File: src/r2y_pkg.sv
// ----------------------------------------------------------------------------
// r2y_pkg: shared constants for the RGB to 4:2:2 YUV pair converter
// Pixel widths, product ordering and the color matrix given to four decimals.
// ----------------------------------------------------------------------------
package r2y_pkg;

  // Default number of fraction bits in the fixed-point coefficients
  localparam int COEF_FRAC_BITS_DEF = 14;

  localparam int PIX_W      = 8;
  localparam int NUM_CH     = 6;   // red_a, green_a, blue_a, red_b, green_b, blue_b
  localparam int NUM_OUT    = 4;   // luma_a, luma_b, chroma_u, chroma_v
  localparam int NUM_PROD   = 12;  // three products for each of the four sums

  // Headroom bits of the signed accumulator above the fraction bits
  localparam int ACC_INT_W  = 11;

  // Base index of each product group, then the color inside a group
  localparam int PROD_YA = 0;
  localparam int PROD_YB = 3;
  localparam int PROD_U  = 6;
  localparam int PROD_V  = 9;
  localparam int CH_R    = 0;
  localparam int CH_G    = 1;
  localparam int CH_B    = 2;

  // Coefficient magnitudes in units of 1/10000, in product order
  localparam int COEF_M [NUM_PROD] = '{
    2990, 5870, 1140,   // luma, first pixel
    2990, 5870, 1140,   // luma, second pixel
    1686, 3311, 4997,   // U: -R -G +B
    4998, 4185,  813    // V: +R -G -B
  };

  localparam int CHROMA_OFFSET = 128;
  localparam logic [PIX_W-1:0] PIX_MAX = '1;

endpackage

File: src/r2y_prod.sv
// ----------------------------------------------------------------------------
// r2y_prod: coefficient multiply stage
// Forms the twelve unsigned coefficient products of one pixel pair.
// ----------------------------------------------------------------------------
module r2y_prod #(
  parameter int COEF_FRAC_BITS = r2y_pkg::COEF_FRAC_BITS_DEF
) (
  input  logic clk,
  input  logic rst,
  input  logic in_valid,
  output logic in_ready,
  input  logic [r2y_pkg::PIX_W-1:0] pix [r2y_pkg::NUM_CH],
  output logic out_valid,
  input  logic out_ready,
  output logic [COEF_FRAC_BITS+r2y_pkg::PIX_W-1:0] prod [r2y_pkg::NUM_PROD]
);

  localparam int CW = COEF_FRAC_BITS;
  localparam int PW = COEF_FRAC_BITS + r2y_pkg::PIX_W;

  logic [PW-1:0] prod_next [r2y_pkg::NUM_PROD];

  assign in_ready = !out_valid || out_ready;

  for (genvar i = 0; i < r2y_pkg::NUM_PROD; i++) begin : g_mul
    // round(|c| * 2^F), ties upward
    localparam longint CFULL =
      ((longint'(r2y_pkg::COEF_M[i]) << COEF_FRAC_BITS) + 64'sd5000) / 64'sd10000;
    localparam logic [CW-1:0] COEF = CW'(CFULL);
    // second luma group takes the second pixel, all others the first
    localparam int SEL = ((i / 3) == 1) ? (3 + (i % 3)) : (i % 3);

    assign prod_next[i] = PW'(pix[SEL]) * PW'(COEF);
  end

  always_ff @(posedge clk) begin
    if (rst) begin
      out_valid <= 1'b0;
    end else if (in_ready) begin
      out_valid <= in_valid;
    end
  end

  always_ff @(posedge clk) begin
    if (in_valid && in_ready) begin
      prod <= prod_next;
    end
  end

endmodule

File: src/r2y_acc.sv
// ----------------------------------------------------------------------------
// r2y_acc: signed sum stage
// Adds the signed products, the rounding half and, for U and V, the chroma offset.
// ----------------------------------------------------------------------------
module r2y_acc #(
  parameter int COEF_FRAC_BITS = r2y_pkg::COEF_FRAC_BITS_DEF
) (
  input  logic clk,
  input  logic rst,
  input  logic in_valid,
  output logic in_ready,
  input  logic [COEF_FRAC_BITS+r2y_pkg::PIX_W-1:0] prod [r2y_pkg::NUM_PROD],
  output logic out_valid,
  input  logic out_ready,
  output logic signed [COEF_FRAC_BITS+r2y_pkg::ACC_INT_W-1:0] acc [r2y_pkg::NUM_OUT]
);

  localparam int PW = COEF_FRAC_BITS + r2y_pkg::PIX_W;
  localparam int AW = COEF_FRAC_BITS + r2y_pkg::ACC_INT_W;

  localparam logic signed [AW-1:0] HALF = AW'(1) <<< (COEF_FRAC_BITS - 1);
  localparam logic signed [AW-1:0] OFFS =
    AW'(r2y_pkg::CHROMA_OFFSET) <<< COEF_FRAC_BITS;

  logic signed [AW-1:0] ext [r2y_pkg::NUM_PROD];
  logic signed [AW-1:0] acc_next [r2y_pkg::NUM_OUT];

  assign in_ready = !out_valid || out_ready;

  for (genvar i = 0; i < r2y_pkg::NUM_PROD; i++) begin : g_ext
    assign ext[i] = signed'({{(AW-PW){1'b0}}, prod[i]});
  end

  always_comb begin
    acc_next[0] = ext[r2y_pkg::PROD_YA + r2y_pkg::CH_R] + ext[r2y_pkg::PROD_YA + r2y_pkg::CH_G]
                + ext[r2y_pkg::PROD_YA + r2y_pkg::CH_B] + HALF;
    acc_next[1] = ext[r2y_pkg::PROD_YB + r2y_pkg::CH_R] + ext[r2y_pkg::PROD_YB + r2y_pkg::CH_G]
                + ext[r2y_pkg::PROD_YB + r2y_pkg::CH_B] + HALF;
    acc_next[2] = ext[r2y_pkg::PROD_U + r2y_pkg::CH_B] - ext[r2y_pkg::PROD_U + r2y_pkg::CH_R]
                - ext[r2y_pkg::PROD_U + r2y_pkg::CH_G] + (OFFS + HALF);
    acc_next[3] = ext[r2y_pkg::PROD_V + r2y_pkg::CH_R] - ext[r2y_pkg::PROD_V + r2y_pkg::CH_G]
                - ext[r2y_pkg::PROD_V + r2y_pkg::CH_B] + (OFFS + HALF);
  end

  always_ff @(posedge clk) begin
    if (rst) begin
      out_valid <= 1'b0;
    end else if (in_ready) begin
      out_valid <= in_valid;
    end
  end

  always_ff @(posedge clk) begin
    if (in_valid && in_ready) begin
      acc <= acc_next;
    end
  end

endmodule

File: src/r2y_clip.sv
// ----------------------------------------------------------------------------
// r2y_clip: round and clamp stage, output register
// Drops the fraction bits and clamps each sum to 0..255.
// ----------------------------------------------------------------------------
module r2y_clip #(
  parameter int COEF_FRAC_BITS = r2y_pkg::COEF_FRAC_BITS_DEF
) (
  input  logic clk,
  input  logic rst,
  input  logic in_valid,
  output logic in_ready,
  input  logic signed [COEF_FRAC_BITS+r2y_pkg::ACC_INT_W-1:0] acc [r2y_pkg::NUM_OUT],
  output logic out_valid,
  input  logic out_ready,
  output logic [r2y_pkg::PIX_W-1:0] res [r2y_pkg::NUM_OUT]
);

  localparam int AW = COEF_FRAC_BITS + r2y_pkg::ACC_INT_W;
  localparam int QW = r2y_pkg::ACC_INT_W - 1;  // integer part without sign

  logic [r2y_pkg::PIX_W-1:0] res_next [r2y_pkg::NUM_OUT];

  assign in_ready = !out_valid || out_ready;

  for (genvar i = 0; i < r2y_pkg::NUM_OUT; i++) begin : g_clip
    logic [QW-1:0] q;
    assign q = acc[i][AW-2:COEF_FRAC_BITS];
    always_comb begin
      if (acc[i][AW-1]) begin
        res_next[i] = '0;
      end else if (q > QW'(r2y_pkg::PIX_MAX)) begin
        res_next[i] = r2y_pkg::PIX_MAX;
      end else begin
        res_next[i] = q[r2y_pkg::PIX_W-1:0];
      end
    end
  end

  always_ff @(posedge clk) begin
    if (rst) begin
      out_valid <= 1'b0;
    end else if (in_ready) begin
      out_valid <= in_valid;
    end
  end

  always_ff @(posedge clk) begin
    if (in_valid && in_ready) begin
      res <= res_next;
    end
  end

endmodule

File: src/rgb_to_yuv422_pair.sv
// ----------------------------------------------------------------------------
// rgb_to_yuv422_pair: RGB pixel pair to 4:2:2 YUV converter
// Converts two adjacent 8-bit RGB pixels to two lumas and one U/V pair.
// ----------------------------------------------------------------------------
// Usage:
//   Slave channel (s_t*) takes one pair of horizontally adjacent pixels per
//   item; master channel (m_t*) gives Y of both pixels plus U and V of the
//   first pixel, U and V offset, all rounded to nearest (ties up) and clamped.
//   Throughput: one pair per clock while m_tready is high. Each of the three register
//   stages (coefficient multiplies, signed sums, round/clamp) takes a new
//   item every cycle while the stage ahead of it moves or is empty.
//   Stall: when m_tready is low, the result holds in the output register;
//   items behind it advance into empty stages and s_tready drops only once
//   all three stages are full. Nothing is dropped or repeated.
//   Reset (rst, synchronous, active high) empties the pipeline; no item is
//   in flight afterwards and there is no further initialization.
//   COEF_FRAC_BITS (10..20) sets the coefficient fraction bits and with it
//   the width of the products and sums.
// ----------------------------------------------------------------------------
module rgb_to_yuv422_pair #(
  parameter int COEF_FRAC_BITS = r2y_pkg::COEF_FRAC_BITS_DEF
) (
  input  logic        clk,
  input  logic        rst,
  input  logic        s_tvalid,
  output logic        s_tready,
  input  logic [47:0] s_tdata,   // red_a, green_a, blue_a, red_b, green_b, blue_b
  output logic        m_tvalid,
  input  logic        m_tready,
  output logic [31:0] m_tdata    // luma_a, luma_b, chroma_u, chroma_v
);

  localparam int PIXW = r2y_pkg::PIX_W;
  localparam int PW   = COEF_FRAC_BITS + r2y_pkg::PIX_W;
  localparam int AW   = COEF_FRAC_BITS + r2y_pkg::ACC_INT_W;

  logic [PIXW-1:0] pix [r2y_pkg::NUM_CH];
  logic [PW-1:0]   prod [r2y_pkg::NUM_PROD];
  logic signed [AW-1:0] acc [r2y_pkg::NUM_OUT];
  logic [PIXW-1:0] res [r2y_pkg::NUM_OUT];

  logic prod_valid, prod_ready;
  logic acc_valid, acc_ready;

  // Unpack the input item, first field in the lowest byte
  for (genvar i = 0; i < r2y_pkg::NUM_CH; i++) begin : g_unpack
    assign pix[i] = s_tdata[i*PIXW +: PIXW];
  end

  r2y_prod #(.COEF_FRAC_BITS(COEF_FRAC_BITS)) u_prod (
    .clk       (clk),
    .rst       (rst),
    .in_valid  (s_tvalid),
    .in_ready  (s_tready),
    .pix       (pix),
    .out_valid (prod_valid),
    .out_ready (prod_ready),
    .prod      (prod)
  );

  r2y_acc #(.COEF_FRAC_BITS(COEF_FRAC_BITS)) u_acc (
    .clk       (clk),
    .rst       (rst),
    .in_valid  (prod_valid),
    .in_ready  (prod_ready),
    .prod      (prod),
    .out_valid (acc_valid),
    .out_ready (acc_ready),
    .acc       (acc)
  );

  r2y_clip #(.COEF_FRAC_BITS(COEF_FRAC_BITS)) u_clip (
    .clk       (clk),
    .rst       (rst),
    .in_valid  (acc_valid),
    .in_ready  (acc_ready),
    .acc       (acc),
    .out_valid (m_tvalid),
    .out_ready (m_tready),
    .res       (res)
  );

  // Pack the result item, luma_a in the lowest byte
  for (genvar i = 0; i < r2y_pkg::NUM_OUT; i++) begin : g_pack
    assign m_tdata[i*PIXW +: PIXW] = res[i];
  end

endmodule
File: config.mk
export PLATFORM = sky130hd
export DESIGN_NAME = rgb_to_yuv422_pair
export DESIGN_NICKNAME = d
export VERILOG_FILES = /design/src/r2y_pkg.sv /design/src/r2y_prod.sv /design/src/r2y_acc.sv /design/src/r2y_clip.sv /design/src/rgb_to_yuv422_pair.sv
export SDC_FILE = /design/constraint.sdc
export NUM_CORES = 2
export LEC_CHECK = 0
export BUFFER_PORTS_ARGS = -buffer_cell sky130_fd_sc_hd__clkbuf_2
export CAP_MARGIN = 20
export CORE_AREA = 4 4 239 241
export CTS_CLUSTER_DIAMETER = 200
export DETAILED_ROUTE_END_ITERATION = 7
export DIE_AREA = 0 0 243 245
export PLACE_DENSITY = 0.77
export SLEW_MARGIN = 25
export SYNTH_ARGS = -nofsm -noshare
export SYNTH_HDL_FRONTEND = slang
export SYNTH_SLANG_ARGS = --single-unit
File: constraint.sdc
create_clock -name clk -period 29.3 [get_ports clk]
set_clock_uncertainty 0.05 [all_clocks]
set_input_delay 1.465 -clock clk [delete_from_list [all_inputs] [get_ports clk]]
set_output_delay 1.465 -clock clk [all_outputs]
set_load 0.005 [all_outputs]
==> results.md <==
- Clock Sinks: 301
- Final Wtd Congestion: 0.9143
- Syn_area_per_cell: 10.47 um2
- Crit path buf inv count: 3
- Endpoint class of the critical path: flop
- Ys async rst share: 0%
- Count of final setup violators: 0
- Xor/xnor share of the synthesized area: 6.723%
- Synth-to-layout area growth: 7.631%
- Grt total ovfl: 0
- Tcrit/Tclk final: 20.97%
- Outcome: complete, no violations
- Largest net degree at the start of global routing: 86
- Unrepaired setup endpoints after global routing: no
- Crit Path Max Fanout: 9
- CTS Hold Buffers Added: 0
- Synth top area cells: ha_1 (28%), edfxtp_1 (27%), fa_1 (13%)
- GRT Total Usage: 24.57%
- Post-Synthesis Cells: 3118
- Core area: 0.05488 mm2
- Startpoint Class: input pin
- CP Class: in2reg
- Hold slack final: 438.2 ps
- Layout cells sized above 1: 5.447%
- Clock Pin Slew Worst Setup and Hold Paths: 60 ps
- Crit path time final: 6143 ps
- First-pass GRT wire length: 118.5 mm
- NumNets Final: 4238
- Proportion of synthesized area in mux cells: 0.1532%
- Sequential share of the synthesized area: 27.58%
- Final wirelength: 72.35 mm
- Worst hold path type: reg2reg
- Initial DRC count: 1380
- PostCTS Resize Cnt: 0
- Rel. slew slack: 38.00%
- Final setup TNS: 0 ps
- I/O pin cnt: 86
- Hold Violations, Final: 0
- Area of the die: 0.05954 mm2
- Req. time, crit path: 29550 ps
- Largest family of logic cells by synthesized area: adder cells
- Max cap viols: 0
- WL per Instance: 18.21 um
- Worst endpoint data arrival time: 6390 ps
- Worst-Skew Late Latency: 550 ps
- DRT antenna net count: 0
- Adder-cell share of the synthesized area: 41.06%
- Root Buffer: clkbuf_16
- Biggest area consumer among synthesized cells: ha_1
- Slew at the pin closest to its max-slew limit: 930.0 ps
- Simple-gate share of the synthesized area: 7.589%
- Rows: 86
- H-tree depth: 2
- Num CTS Buffers: 35
- Buffers on Ports: 85
- Initial Utilization: 59.51%
- Post-CTS Setup Bufs: 0
- Max Slew Vio Count: 0
- CTS Buffer Depth: 3
- Cell Area, Synth: 0.03266 mm2
- Ant. Diodes: 0
- Vias in the first global route: 23547
- Drt pass-1 iters: 5
- Pre-CTS WS: 22610 ps
- Placed Cells incl. Taps: 3907
- DR vias/cell: 5.665
- Top cell type's share of synthesized area: 28.16%
- Post-synth EDFFs: 298
- CTS tree: done
- Compound-gate portion of the synthesized area: 10.14%
- Final cell count without fillers: 3972
- Chip Width: 243 um
- Half-perimeter wire length after placement: 60.04 mm
- Yosys warns: 0
- Crit path max-delay cell type: fa_1
- DRC viols: 0
- Vias: 22503
- Die Ht: 245 um
- Post-synthesis register bit count: 301
- Setup ws final: 23160 ps
- Initial antenna violation count: 1
- Max stage delay on crit path: 590 ps
- Fmax: 0.1628 GHz
- Distinct cells, synth: 66
- Crit path cell chain: clkbuf_2 > fa_1 > inv_1 > fa_1 > fa_1 > fa_1 > inv_1 > ha_1 > o21ai_0 > a21oi_1 > o21ai_0 > a21oi_1 > a41o_1 > o41ai_1 > o2111ai_1 > a21oi_1 > xor2_1
- Fillcell total: 4273
- Most used cell, CP: fa_1
- Top FF cell, synth: edfxtp_1
- Top delay family on crit path: adder cells
-- Yosys cell counts, types with 3 or more instances --
library cell and count:
inv_1 581, mux2i_1 5, fa_1 210, nand2_1 87, a21oi_1 153, ha_1 735, a41oi_1 4, o2111ai_1 7
nand3b_1 3, nand4b_1 5, xor2_1 77, nand3_1 43, xnor2_1 171, a31oi_1 23, a21boi_0 16, nor2b_1 37
or2_2 16, and2_1 9, nand2b_1 15, edfxtp_1 298, a211o_1 12, o21a_1 32, a2111oi_0 5, clkbuf_1 3
o41ai_1 11, a211oi_1 10, and3b_1 3, o21bai_1 34, a21o_1 75, nand4_1 10, nor3b_1 4, o21ai_0 81
o31ai_1 7, nor2_1 193, dfxtp_1 3, or3_1 19, a31o_2 9, and3_1 14, nor3_1 52, nor4_1 6
o211ai_1 8
-- kinds of logic (layout without fill, tap and decap cells) --
logic type               after synthesis  after routing
AO/OA/AOI/OAI                        509            509
adder cells (fa/ha/maj)              946            946
AND/OR/NAND/NOR                      521            521
flip-flops                           301            301
XOR/XNOR                             249            249
multiplexers                           5              5
other                                  1              2
buffers and inverters                586            735
-- cells in the final DEF (no fill, tap or decap), types with 43 or more instances in the layout --
| cell type | instances |
|---|---|
| nor2_1 | 193 |
| clkbuf_2 | 85 |
| edfxtp_1 | 298 |
| a21oi_1 | 153 |
| nand2_1 | 87 |
| o21ai_0 | 81 |
| inv_1 | 581 |
| fa_1 | 210 |
| nand3_1 | 43 |
| a21o_1 | 75 |
| ha_1 | 735 |
| xnor2_1 | 171 |
| nor3_1 | 52 |
| xor2_1 | 77 |
-- path summary, 6_finish.rpt --
path | startpoint | endpoint | slack [ps] | cells after the start
setup reg to reg | u_prod.prod[242]$_DFFE_PP_ | u_acc.acc[23]$_DFFE_PP_ | 23770 | 21
hold reg to reg | u_acc.acc[65]$_DFFE_PP_ | u_clip.res[17]$_SDFFCE_PN1P_ | 440 | 1
setup / recovery | s_tdata[2] | u_prod.prod[64]$_DFFE_PP_ | 23160 | 17
hold / removal | u_acc.acc[65]$_DFFE_PP_ | u_clip.res[17]$_SDFFCE_PN1P_ | 440 | 1
-- metal layers --
| metal | GRT usage, % | vias up | routed length [um] |
|---|---|---|---|
| met5 | 0 | - | 13 |
| met4 | 6.773 | 2 | 1900 |
| met3 | 2.207 | 110 | 2733 |
| met2 | 42.14 | 428 | 34350 |
| met1 | 33.70 | 10970 | 33350 |
| li1 | - | 10993 | - |
-- worst register-to-register path, stage by stage (launching register included) --
cell,delay (ps)
edfxtp_1,470
nand2b_1,240
fa_1,420
a21o_1,180
a21oi_1,210
o21bai_1,100
a21oi_1,230
o21bai_1,130
a31o_2,280
a21oi_1,270
o21ai_0,150
xor2_1,230
ha_1,290
ha_1,330
nand3_1,120
a211o_1,290
o31ai_1,430
a21o_1,210
a21o_1,180
a41oi_1,150
o21bai_1,200
a21boi_0,120
-- registers in the layout (all words and copies together) (netlist names) --
register	cells
u_prod.prod	224
u_acc.out_valid	1
u_clip.res	32
u_acc.acc	42
u_clip.out_valid	1
u_prod.out_valid	1
-- final cells by class --
type / instances / area, um2 / share of cell area [%]
clock inverters: 23 / 186.4 / 0.5303
flip-flops and latches: 301 / 9009 / 25.63
repair buffers: 90 / 486.7 / 1.385
multi-input cells: 2232 / 21490 / 61.13
clock buffers: 41 / 919.6 / 2.616
well taps: 704 / 880.8 / 2.506
inverters: 581 / 2181 / 6.204
-- through the flow --
stage	util, %	area [um2]
floorplan	-	32660
global route	64.06	35150
detailed placement	61.98	34020
global placement	61.98	34020
finish	64.06	35150
CTS	64.00	35120
Power is left out: the tool's default activity adds up to more than one toggle a clock period on the data nets, which glitch-free logic cannot reach.
